===== src/sv/pbma_pkg.sv =====
// ----------------------------------------------------------------------------
// pbma_pkg: shared types and constants
// Widths, function codes, controller states and the command/status bundles
// exchanged between the controller and the datapath of the per-bin mean unit.
// ----------------------------------------------------------------------------
package pbma_pkg;

    // store geometry
    localparam int NUM_BINS  = 256;
    localparam int SUM_WIDTH = 48;
    localparam int BIN_IDX_W = (NUM_BINS > 1) ? $clog2(NUM_BINS) : 1;

    // field widths
    localparam int FUNC_W  = 2;
    localparam int CODE_W  = 8;
    localparam int VALUE_W = 32;
    localparam int COUNT_W = 32;
    localparam int MEAN_W  = 32;
    localparam int CFG_W   = 9;

    // divider step counter
    localparam int DIV_CNT_W = $clog2(SUM_WIDTH);

    // bin count as a limit in the config width
    localparam logic [CFG_W-1:0] BIN_LIMIT = CFG_W'(NUM_BINS);
    localparam logic [CFG_W-1:0] ACTIVE_BINS_RST = 9'd256;

    // function codes
    typedef enum logic [FUNC_W-1:0] {
        FUNC_ACC   = 2'd0,
        FUNC_READ  = 2'd1,
        FUNC_CLEAR = 2'd2
    } func_t;

    // controller states
    typedef enum logic [2:0] {
        ST_IDLE,
        ST_FETCH,
        ST_EXEC,
        ST_DIV,
        ST_DONE
    } state_t;

    // controller to datapath
    typedef struct packed {
        logic load_in;
        logic clear;
        logic acc_write;
        logic read_start;
        logic out_load;
    } ctrl_cmd_t;

    // datapath to controller
    typedef struct packed {
        logic [FUNC_W-1:0] func;
        logic              acc_ok;
        logic              rd_zero;
        logic              div_busy;
        logic              out_free;
    } dp_status_t;

endpackage


===== src/sv/pbma_ctrl.sv =====
// ----------------------------------------------------------------------------
// pbma_ctrl: item sequencer
// Accepts one word, waits for the store read, then accumulates, clears or
// reads a bin (divide if filled), handing the result to the output register.
// ----------------------------------------------------------------------------
module pbma_ctrl (
    input  logic                 aclk,
    input  logic                 aresetn,
    input  logic                 s_valid,
    output logic                 s_ready,
    input  pbma_pkg::dp_status_t status,
    output pbma_pkg::ctrl_cmd_t  cmd
);
    import pbma_pkg::*;

    state_t state_reg;
    state_t state_next;

    // state register
    always_ff @(posedge aclk) begin
        if (!aresetn) begin
            state_reg <= ST_IDLE;
        end else begin
            state_reg <= state_next;
        end
    end

    // next state and commands
    always_comb begin
        state_next = state_reg;
        cmd        = '0;
        s_ready    = 1'b0;
        case (state_reg)
            ST_IDLE: begin
                s_ready = 1'b1;
                if (s_valid) begin
                    cmd.load_in = 1'b1;
                    state_next  = ST_FETCH;
                end
            end
            ST_FETCH: begin
                case (status.func)
                    FUNC_ACC, FUNC_READ: begin
                        state_next = ST_EXEC;
                    end
                    FUNC_CLEAR: begin
                        cmd.clear  = 1'b1;
                        state_next = ST_IDLE;
                    end
                    default: begin
                        state_next = ST_IDLE;
                    end
                endcase
            end
            ST_EXEC: begin
                if (status.func == FUNC_ACC) begin
                    cmd.acc_write = status.acc_ok;
                    state_next    = ST_IDLE;
                end else begin
                    cmd.read_start = 1'b1;
                    state_next     = status.rd_zero ? ST_DONE : ST_DIV;
                end
            end
            ST_DIV: begin
                if (!status.div_busy) begin
                    state_next = ST_DONE;
                end
            end
            ST_DONE: begin
                if (status.out_free) begin
                    cmd.out_load = 1'b1;
                    state_next   = ST_IDLE;
                end
            end
            default: begin
                state_next = ST_IDLE;
            end
        endcase
    end

endmodule


===== config.mk =====
export PLATFORM = sky130hd
export DESIGN_NAME = pbma_ctrl
export DESIGN_NICKNAME = d
export VERILOG_FILES = /design/src/sv/pbma_pkg.sv /design/src/sv/pbma_ctrl.sv
export SDC_FILE = /design/constraint.sdc
export NUM_CORES = 1
export LEC_CHECK = 0
export ABC_AREA = 1
export BUFFER_PORTS_ARGS = -buffer_cell sky130_fd_sc_hd__buf_2
export CAP_MARGIN = 20
export CORE_AREA = 3 3 40 42
export CTS_CLUSTER_SIZE = 25
export DETAILED_ROUTE_END_ITERATION = 16
export DIE_AREA = 0 0 43 45
export HOLD_SLACK_MARGIN = 0.02
export SLEW_MARGIN = 20
export SYNTH_ARGS = -nofsm -noshare
export SYNTH_HDL_FRONTEND = slang
export SYNTH_SLANG_ARGS = --single-unit

===== constraint.sdc =====
create_clock -name aclk -period 1.13 [get_ports aclk]
set_input_delay 0.226 -clock aclk [delete_from_list [all_inputs] [get_ports aclk]]
set_output_delay 0.226 -clock aclk [all_outputs]
set_load 0.03 [all_outputs]

==> results of run 1 <==
==> what timing repair did <==
action,CTS,global route
endpoints found under the setup margin,6,8
setup buffers,4,1
hold buffers,0,0
gates resized for setup,24,2
pin swaps,5,2
==> metrics by stage <==
| stage | util [%] | setup TNS [ns] | hold WS (ns) | setup WS, ns |
|---|---|---|---|---|
| 2_1_floorplan | - | 0 | 0.324 | 0.00386 |
| 3_3_place_gp | 32.9 | -0.176 | 0.444 | -0.0496 |
| 3_5_place_dp | 32.9 | -0.251 | 0.456 | -0.0740 |
| 4_1_cts | 42.3 | -1.03 | 0.216 | -0.198 |
| 5_1_grt | 43.4 | -1.45 | 0.221 | -0.255 |
| 6_report | 43.4 | -1.03 | 0.212 | -0.206 |
==> cell usage in the layout, fill, tap and decap left out <==
master                     count
sky130_fd_sc_hd__buf_12        1
sky130_fd_sc_hd__buf_2         8
sky130_fd_sc_hd__buf_4         9
sky130_fd_sc_hd__buf_6         5
sky130_fd_sc_hd__clkbuf_1      1
sky130_fd_sc_hd__clkbuf_4      3
sky130_fd_sc_hd__dfxtp_2       1
sky130_fd_sc_hd__dfxtp_4       2
sky130_fd_sc_hd__inv_1         6
sky130_fd_sc_hd__inv_2         3
sky130_fd_sc_hd__inv_6         1
sky130_fd_sc_hd__nand2_1       6
sky130_fd_sc_hd__nand2_2       1
sky130_fd_sc_hd__nand2_4       1
sky130_fd_sc_hd__nand3_1       6
sky130_fd_sc_hd__nand3_2       2
sky130_fd_sc_hd__nand4_1       2
sky130_fd_sc_hd__nor2_1        7
sky130_fd_sc_hd__nor2_2        1
sky130_fd_sc_hd__nor2_4        4
sky130_fd_sc_hd__nor3_4        1
sky130_fd_sc_hd__nor4_4        1
==> routing by layer <==
| metal | up-vias | GRT usage [%] | routed length [um] |
|---|---|---|---|
| li1 | 195 | - | - |
| met1 | 168 | 11.5 | 333 |
| met2 | 18 | 15.6 | 395 |
| met3 | 2 | 1.59 | 81 |
| met4 | 0 | 5.42 | 11 |
| met5 | - | 0 | 0 |
==> cells by family (layout without fill, tap and decap cells) <==
logic type / after synthesis / in the layout / synth area share, %
flip-flops: 3 / 3 / 24.4
AND/OR/NAND/NOR: 32 / 32 / 60.4
buffers and inverters: 10 / 37 / 15.2
==> worst min path at each step <==
| stage | from | endpoint | depth (start not counted) |
|---|---|---|---|
| floorplan | aresetn | state_reg[1] | 2 |
| global placement | aresetn | state_reg[1] | 3 |
| detailed placement | aresetn | state_reg[1] | 3 |
| CTS | aresetn | state_reg[1] | 3 |
| global route | aresetn | state_reg[1] | 3 |
| finish | aresetn | state_reg[1] | 3 |
==> Yosys cell counts <==
| master | instances |
|---|---|
| sky130_fd_sc_hd__nor2_1 | 10 |
| sky130_fd_sc_hd__inv_1 | 9 |
| sky130_fd_sc_hd__nand2_1 | 8 |
| sky130_fd_sc_hd__nand3_1 | 7 |
| sky130_fd_sc_hd__dfxtp_1 | 3 |
| sky130_fd_sc_hd__nand4_1 | 2 |
| sky130_fd_sc_hd__nor2_2 | 2 |
| sky130_fd_sc_hd__inv_2 | 1 |
| sky130_fd_sc_hd__nand3_2 | 1 |
| sky130_fd_sc_hd__nor3_1 | 1 |
| sky130_fd_sc_hd__nor4_1 | 1 |
==> power by group <==
group	internal, mW	switching [mW]
clock network	0.133	0.0621
logic	0.217	0.241
registers	0.130	0.0354
total	0.479	0.338
==> cell type report <==
type	count	share of cell area (%)
Sequential cell	3	12.3
Clock buffer	4	4.71
Inverter	10	7.62
Timing Repair Buffer	23	33.0
Tap cell	15	3.36
Multi-Input combinational cell	32	39.0
==> worst register-to-register path: stages (launching register included) <==
cell and delay, ns:
sky130_fd_sc_hd__dfxtp_2 0.36, sky130_fd_sc_hd__inv_2 0.05, sky130_fd_sc_hd__nand2_4 0.07, sky130_fd_sc_hd__nor2_4 0.03
sky130_fd_sc_hd__buf_4 0.12, sky130_fd_sc_hd__buf_4 0.12, sky130_fd_sc_hd__nand2_1 0.08, sky130_fd_sc_hd__nand2_1 0.06
sky130_fd_sc_hd__nor2_1 0.10, sky130_fd_sc_hd__nor2_1 0.05
==> impl_metrics.prom, run 1 <==
# TYPE chip_impl_metric gauge
chip_impl_metric{name="post_synth_instance_area",unit="um2"} 246
chip_impl_info{name="critPathLaunch",value="state_reg[0]"} 1
chip_impl_metric{name="place_inst",unit=""} 78
chip_impl_metric{name="first_global_vias",unit=""} 362
chip_impl_info{name="start_kind",value="register"} 1
chip_impl_info{name="critical-path-top-delay-family",value="flip-flops"} 1
chip_impl_info{name="synth_top_cells_by_area",value="sky130_fd_sc_hd__dfxtp_1 (24%), sky130_fd_sc_hd__nor2_1 (15%), sky130_fd_sc_hd__nand3_1 (14%)"} 1
chip_impl_metric{name="cts_bufs_inserted",unit=""} 3
chip_impl_metric{name="largest_register_ff_count",unit=""} 3
chip_impl_metric{name="clock.fmax",unit="MHz"} 749
chip_impl_metric{name="fp_rows",unit=""} 13
chip_impl_metric{name="placeableCoreArea",unit="um2"} 1280
chip_impl_metric{name="power_leakage",unit="nW"} 0.285
chip_impl_metric{name="worstPathBufferInverterCount",unit=""} 2
chip_impl_metric{name="initial_antenna_violation_count",unit=""} 0
chip_impl_metric{name="synth.net_count",unit=""} 54
chip_impl_metric{name="synth.ff_latch_count",unit=""} 3
chip_impl_info{name="worst_setup_path_end_kind",value="primary output"} 1
chip_impl_metric{name="total_power",unit="mW"} 0.817
chip_impl_metric{name="total_global_route_track_usage",unit="%"} 9.40
chip_impl_metric{name="grt_max_degree",unit=""} 7
chip_impl_metric{name="place_area",unit="um2"} 423
chip_impl_metric{name="chipWidth",unit="um"} 43
chip_impl_info{name="cp-endpoint",value="cmd[4]"} 1
chip_impl_metric{name="routabilityCongestion",unit=""} 0.721
chip_impl_metric{name="max-slew-margin-rel",unit="%"} 87.9
chip_impl_metric{name="finalHoldViolations",unit=""} 0
chip_impl_metric{name="vdd.ir_drop.worst",unit="uV"} 775
chip_impl_metric{name="post-synth-top-area-fraction",unit="%"} 24.4
chip_impl_metric{name="layout.filler_cells",unit=""} 133
chip_impl_metric{name="cts_max_path_buffers",unit=""} 2
chip_impl_metric{name="max_cap_viol_count",unit=""} 0
chip_impl_info{name="violated_checks",value="negative setup slack"} 1
chip_impl_metric{name="antenna_left",unit=""} 0
chip_impl_info{name="r2r-start",value="state_reg[0]"} 1
chip_impl_metric{name="n_antenna_cell",unit=""} 0
chip_impl_metric{name="yosysSeqAreaShare",unit="%"} 24.4
chip_impl_metric{name="clkLatencyLatePin",unit="ns"} 0.24
chip_impl_metric{name="max_stage_delay",unit="ns"} 0.33
chip_impl_metric{name="design.final.nets",unit=""} 82
chip_impl_metric{name="cts.clk_slew.worst_paths",unit="ns"} 0.04
chip_impl_metric{name="drtIter0Drc",unit=""} 6
chip_impl_metric{name="via_count",unit=""} 383
chip_impl_metric{name="cts-htree-levels",unit=""} 1
chip_impl_info{name="clockRootBuffer",value="sky130_fd_sc_hd__clkbuf_4"} 1
chip_impl_metric{name="number_of_stages_on_the_worst_setup_path",unit=""} 5
chip_impl_metric{name="detail_route.wl_per_cell",unit="um"} 9.45
chip_impl_metric{name="fp.dieH",unit="um"} 45
chip_impl_metric{name="design.die.area",unit="um2"} 1940
chip_impl_metric{name="timing.final.setup_violations",unit=""} 7
chip_impl_info{name="rsz_0062_raised_after_global_routing",value="true"} 1
chip_impl_info{name="cpMaxStageDelayCell",value="sky130_fd_sc_hd__dfxtp_2"} 1
chip_impl_metric{name="reg2reg_setup_slack",unit="ns"} -0.01
chip_impl_metric{name="critical_path_required",unit="ns"} 0.90
chip_impl_info{name="worstSetupPathType",value="reg -> out"} 1
chip_impl_metric{name="final-seq-area",unit="um2"} 68.8
chip_impl_metric{name="clock_sinks",unit=""} 3
chip_impl_metric{name="dpl.hpwl",unit="um"} 589
chip_impl_metric{name="synthDistinctLibCells",unit=""} 11
chip_impl_info{name="netlist.top_cell.by_area",value="sky130_fd_sc_hd__dfxtp_1"} 1
chip_impl_metric{name="yosys_warnings",unit=""} 0
chip_impl_info{name="regToRegEndpoint",value="state_reg[0]"} 1
chip_impl_metric{name="finalMaxSlewViolations",unit=""} 0
chip_impl_info{name="hold_path.class",value="in -> reg"} 1
chip_impl_info{name="tritoncts",value="built"} 1
chip_impl_metric{name="floorplan.initialDensity",unit="%"} 19.2
chip_impl_metric{name="top_level_ports",unit=""} 15
chip_impl_metric{name="finalWirelength",unit="um"} 822
chip_impl_metric{name="timing.clock.skew",unit="ns"} 0.00937
chip_impl_metric{name="cp.arrival",unit="ns"} 1.11
chip_impl_info{name="status",value="finished, violations left"} 1
chip_impl_metric{name="post_route_cells_drive_above_1_share",unit="%"} 61.1
chip_impl_metric{name="powerDensity",unit="nW/um2"} 1460
chip_impl_metric{name="stdcell_area",unit="um2"} 558
chip_impl_metric{name="timing_worst_slew_pin_value",unit="ns"} 0.180
chip_impl_metric{name="post_detailed_route_via_to_cell_ratio",unit=""} 4.40
chip_impl_metric{name="worst_slack",unit="ns"} -0.206
chip_impl_metric{name="route.detailed.drc",unit=""} 0
chip_impl_metric{name="area_growth_syn_to_layout",unit="%"} 126
chip_impl_metric{name="layout_min_cycle_time",unit="ns"} 1.34
chip_impl_metric{name="multi_input_area",unit="um2"} 218
chip_impl_metric{name="worstPathMaxFanout",unit=""} 4
chip_impl_metric{name="final-instance-count-excl-fill",unit=""} 87
chip_impl_metric{name="grt_first_pass_wirelength",unit="um"} 1410
chip_impl_metric{name="synthCells",unit=""} 45
chip_impl_metric{name="finalCritPeriodShare",unit="%"} 118
chip_impl_info{name="worstPathCellList",value="buf_12 > nor2_4 > nand2_2 > nor2_2 > buf_6"} 1
chip_impl_metric{name="syn_avg_cell_area",unit="um2"} 5.48
chip_impl_metric{name="grt.overflow.total",unit=""} 0
chip_impl_metric{name="quantity_of_i_o_buffers_inserted_on_ports",unit=""} 14
chip_impl_metric{name="r2r_cells",unit=""} 9
chip_impl_metric{name="drtPass1Iterations",unit=""} 4
No activity file was read; power rests on OpenSTA's default activity.
==> run 2, diff against run 1 <==
- CORE_AREA: 3 3 40 42 -> 8 8 45 47
- CTS_BUF_LIST: unset -> sky130_fd_sc_hd__clkbuf_16
- DIE_AREA: 0 0 43 45 -> 0 0 53 55
==> run 2 against run 1 <==
Effect of this change: the flow still finishes with violations (negative setup slack); sequential cell count is the same; worst setup slack gained 0.012 ns; die area grew 51%; critical path depth is the same; critical path type unchanged; critical endpoint unchanged; largest cell class unchanged; highest routed layer unchanged.
==> impl_metrics.prom, run 2 (synthesis gave the netlist of run 1 again) <==
# TYPE chip_impl_metric gauge
chip_impl_metric{name="reg2reg_setup_slack",unit="ns"} -0.12
chip_impl_metric{name="design.final.nets",unit=""} 83
chip_impl_metric{name="layout_min_cycle_time",unit="ns"} 1.32
chip_impl_info{name="r2r-start",value="state_reg[1]"} 1
chip_impl_metric{name="top_level_ports",unit=""} 15
chip_impl_metric{name="clock.fmax",unit="MHz"} 755
chip_impl_metric{name="antenna_left",unit=""} 0
chip_impl_metric{name="route.detailed.drc",unit=""} 0
chip_impl_metric{name="fp_rows",unit=""} 14
chip_impl_info{name="regToRegEndpoint",value="state_reg[0]"} 1
chip_impl_metric{name="power_leakage",unit="nW"} 0.316
chip_impl_metric{name="p_int",unit="mW"} 0.837
chip_impl_metric{name="post_route_cells_drive_above_1_share",unit="%"} 65.8
chip_impl_metric{name="finalWirelength",unit="um"} 979
chip_impl_metric{name="chipWidth",unit="um"} 53
chip_impl_metric{name="n_antenna_cell",unit=""} 0
chip_impl_metric{name="critical_path_required",unit="ns"} 0.90
chip_impl_metric{name="area_growth_syn_to_layout",unit="%"} 163
chip_impl_metric{name="grt.overflow.total",unit=""} 0
chip_impl_metric{name="finalHoldViolations",unit=""} 0
chip_impl_metric{name="cts_bufs_inserted",unit=""} 3
chip_impl_metric{name="post_detailed_route_via_to_cell_ratio",unit=""} 4.34
chip_impl_metric{name="r2r_cells",unit=""} 9
chip_impl_metric{name="worst_slack",unit="ns"} -0.194
chip_impl_metric{name="design.die.area",unit="um2"} 2920
chip_impl_info{name="hold_path.startpoint",value="aresetn"} 1
chip_impl_info{name="worstSetupPathType",value="reg -> out"} 1
chip_impl_metric{name="whs",unit="ns"} 0.222
chip_impl_metric{name="detail_route.wl_per_cell",unit="um"} 11.0
chip_impl_metric{name="grt_first_pass_wirelength",unit="um"} 1590
chip_impl_metric{name="ctsHoldBuffers",unit=""} 0
chip_impl_metric{name="powerDensity",unit="nW/um2"} 1920
chip_impl_info{name="tritoncts",value="built"} 1
chip_impl_info{name="clockRootBuffer",value="sky130_fd_sc_hd__clkbuf_16"} 1
chip_impl_metric{name="max_cap_viol_count",unit=""} 0
chip_impl_metric{name="max-slew-margin-rel",unit="%"} 86.6
chip_impl_metric{name="cts_max_path_buffers",unit=""} 2
chip_impl_info{name="end_of_the_worst_hold_path",value="state_reg[1]"} 1
chip_impl_metric{name="vdd.ir_drop.worst",unit="uV"} 838
chip_impl_info{name="rsz_0062_raised_after_global_routing",value="true"} 1
chip_impl_metric{name="cts-htree-levels",unit=""} 1
chip_impl_metric{name="timing_worst_slew_pin_value",unit="ns"} 0.199
chip_impl_metric{name="routabilityCongestion",unit=""} 0.740
chip_impl_metric{name="cp.arrival",unit="ns"} 1.10
chip_impl_metric{name="dpl.hpwl",unit="um"} 667
chip_impl_metric{name="switching_power",unit="mW"} 0.404
chip_impl_metric{name="first_global_vias",unit=""} 396
chip_impl_metric{name="p_clk_share",unit="%"} 45.0
chip_impl_metric{name="clock_sinks",unit=""} 3
chip_impl_metric{name="timing.clock.skew",unit="ns"} 0.00145
chip_impl_metric{name="hold-path-cell-count",unit=""} 3
chip_impl_info{name="layout.cells.most_common_list",value="sky130_fd_sc_hd__buf_4 (9), sky130_fd_sc_hd__buf_2 (8), sky130_fd_sc_hd__nor2_1 (7), sky130_fd_sc_hd__inv_1 (7), sky130_fd_sc_hd__buf_6 (6)"} 1
chip_impl_metric{name="pwr-share-seq",unit="%"} 14.2
chip_impl_metric{name="total_global_route_track_usage",unit="%"} 7.48
chip_impl_metric{name="place_area",unit="um2"} 424
chip_impl_metric{name="fp.dieH",unit="um"} 55
chip_impl_metric{name="clkLatencyLatePin",unit="ns"} 0.23
chip_impl_metric{name="final_core_utilization",unit="%"} 46.8
chip_impl_metric{name="initial_antenna_violation_count",unit=""} 0
chip_impl_metric{name="drtPass1Iterations",unit=""} 4
chip_impl_metric{name="via_count",unit=""} 386
chip_impl_metric{name="grt_max_degree",unit=""} 6
chip_impl_metric{name="quantity_of_i_o_buffers_inserted_on_ports",unit=""} 14
chip_impl_metric{name="floorplan.initialDensity",unit="%"} 17.8
chip_impl_metric{name="power.combinational.fraction",unit="%"} 40.7
chip_impl_metric{name="finalCritPeriodShare",unit="%"} 117
chip_impl_metric{name="stdcell_area",unit="um2"} 648
chip_impl_info{name="hold_path.class",value="in -> reg"} 1
chip_impl_info{name="violated_checks",value="negative setup slack"} 1
chip_impl_metric{name="drtIter0Drc",unit=""} 3
chip_impl_metric{name="cts.clk_slew.worst_paths",unit="ns"} 0.03
chip_impl_metric{name="sw_frac_of_total",unit="%"} 32.6
chip_impl_info{name="start_kind",value="register"} 1
chip_impl_metric{name="finalMaxSlewViolations",unit=""} 0
chip_impl_metric{name="timing.final.setup_violations",unit=""} 7
chip_impl_metric{name="placeableCoreArea",unit="um2"} 1380
chip_impl_info{name="status",value="finished, violations left"} 1
chip_impl_metric{name="largest_register_ff_count",unit=""} 3
chip_impl_metric{name="worstPathMaxFanout",unit=""} 3
chip_impl_info{name="worst_setup_path_end_kind",value="primary output"} 1
chip_impl_info{name="most_common_library_cell_in_the_layout_ignoring_fill_and_taps",value="sky130_fd_sc_hd__buf_4"} 1
==> run 2: cell count changes in the layout (fill, tap and decap cells not counted), sizes merged <==
cell    delta
clkbuf     -1
inv        +1
buf        +1
==> run 2: how the worst max path moves through the flow <==
stage               slack [ns]      to    startpoint  depth (start not counted)
floorplan                0.004  cmd[2]  state_reg[0]                          5
global placement         -0.10  cmd[2]  state_reg[0]                          6
detailed placement       -0.13  cmd[2]  state_reg[0]                          6
CTS                      -0.19  cmd[1]  state_reg[0]                          6
global route             -0.25  cmd[4]  state_reg[1]                          5
finish                   -0.19  cmd[4]  state_reg[1]                          5
==> run 2: repair_timing <==
item                       in CTS  in global routing
resized for setup              29                  3
setup endpoints to repair       8                  8
pin swaps                       6                  5
gates cloned                    0                  0
buffers inserted                6                  1
==> run 2: critical path: stages, from the launching register on <==
cell,delay (ns)
sky130_fd_sc_hd__dfxtp_4,0.35
sky130_fd_sc_hd__buf_12,0.13
sky130_fd_sc_hd__nor2_4,0.08
sky130_fd_sc_hd__nand2_2,0.08
sky130_fd_sc_hd__nor2_2,0.09
sky130_fd_sc_hd__buf_6,0.14
==> run 2: cell type report <==
type,instances,area [um2]
Clock buffer,3,75.1
Clock inverter,1,3.75
Fill cell,130,736
Inverter,10,42.5
Multi-Input combinational cell,32,240
Sequential cell,3,71.3
Tap cell,16,20.0
Timing Repair Buffer,24,195
==> run 2: layer usage <==
layer | vias to the layer above | track usage, % | share of wire (%)
li1 | 197 | - | -
met1 | 175 | 7.44 | 39
met2 | 12 | 12.1 | 52
met3 | 2 | 2.94 | 7.0
met4 | 0 | 6.47 | 1.9
met5 | - | 0 | 0
==> run 2: stage by stage <==
stage | TNS [ns] | setup WS (ns) | std cells | total power [mW]
6_report | -1.08 | -0.194 | 89 | 1.24
5_1_grt | -1.47 | -0.249 | 89 | 1.29
3_5_place_dp | -0.396 | -0.130 | 79 | 0.487
3_3_place_gp | -0.238 | -0.101 | 79 | 0.479
2_1_floorplan | 0 | 0.00386 | 45 | 0.364
4_1_cts | -1.03 | -0.195 | 88 | 1.20
==> run 2: power by group through the flow <==
stage | Sequential [mW] | Combinational (mW) | Clock [mW]
finish | 0.177 | 0.505 | 0.559
global route | 0.179 | 0.546 | 0.567
CTS | 0.173 | 0.468 | 0.563
detailed placement | 0.161 | 0.326 | 0
global placement | 0.158 | 0.321 | 0
floorplan | 0.156 | 0.207 | 0
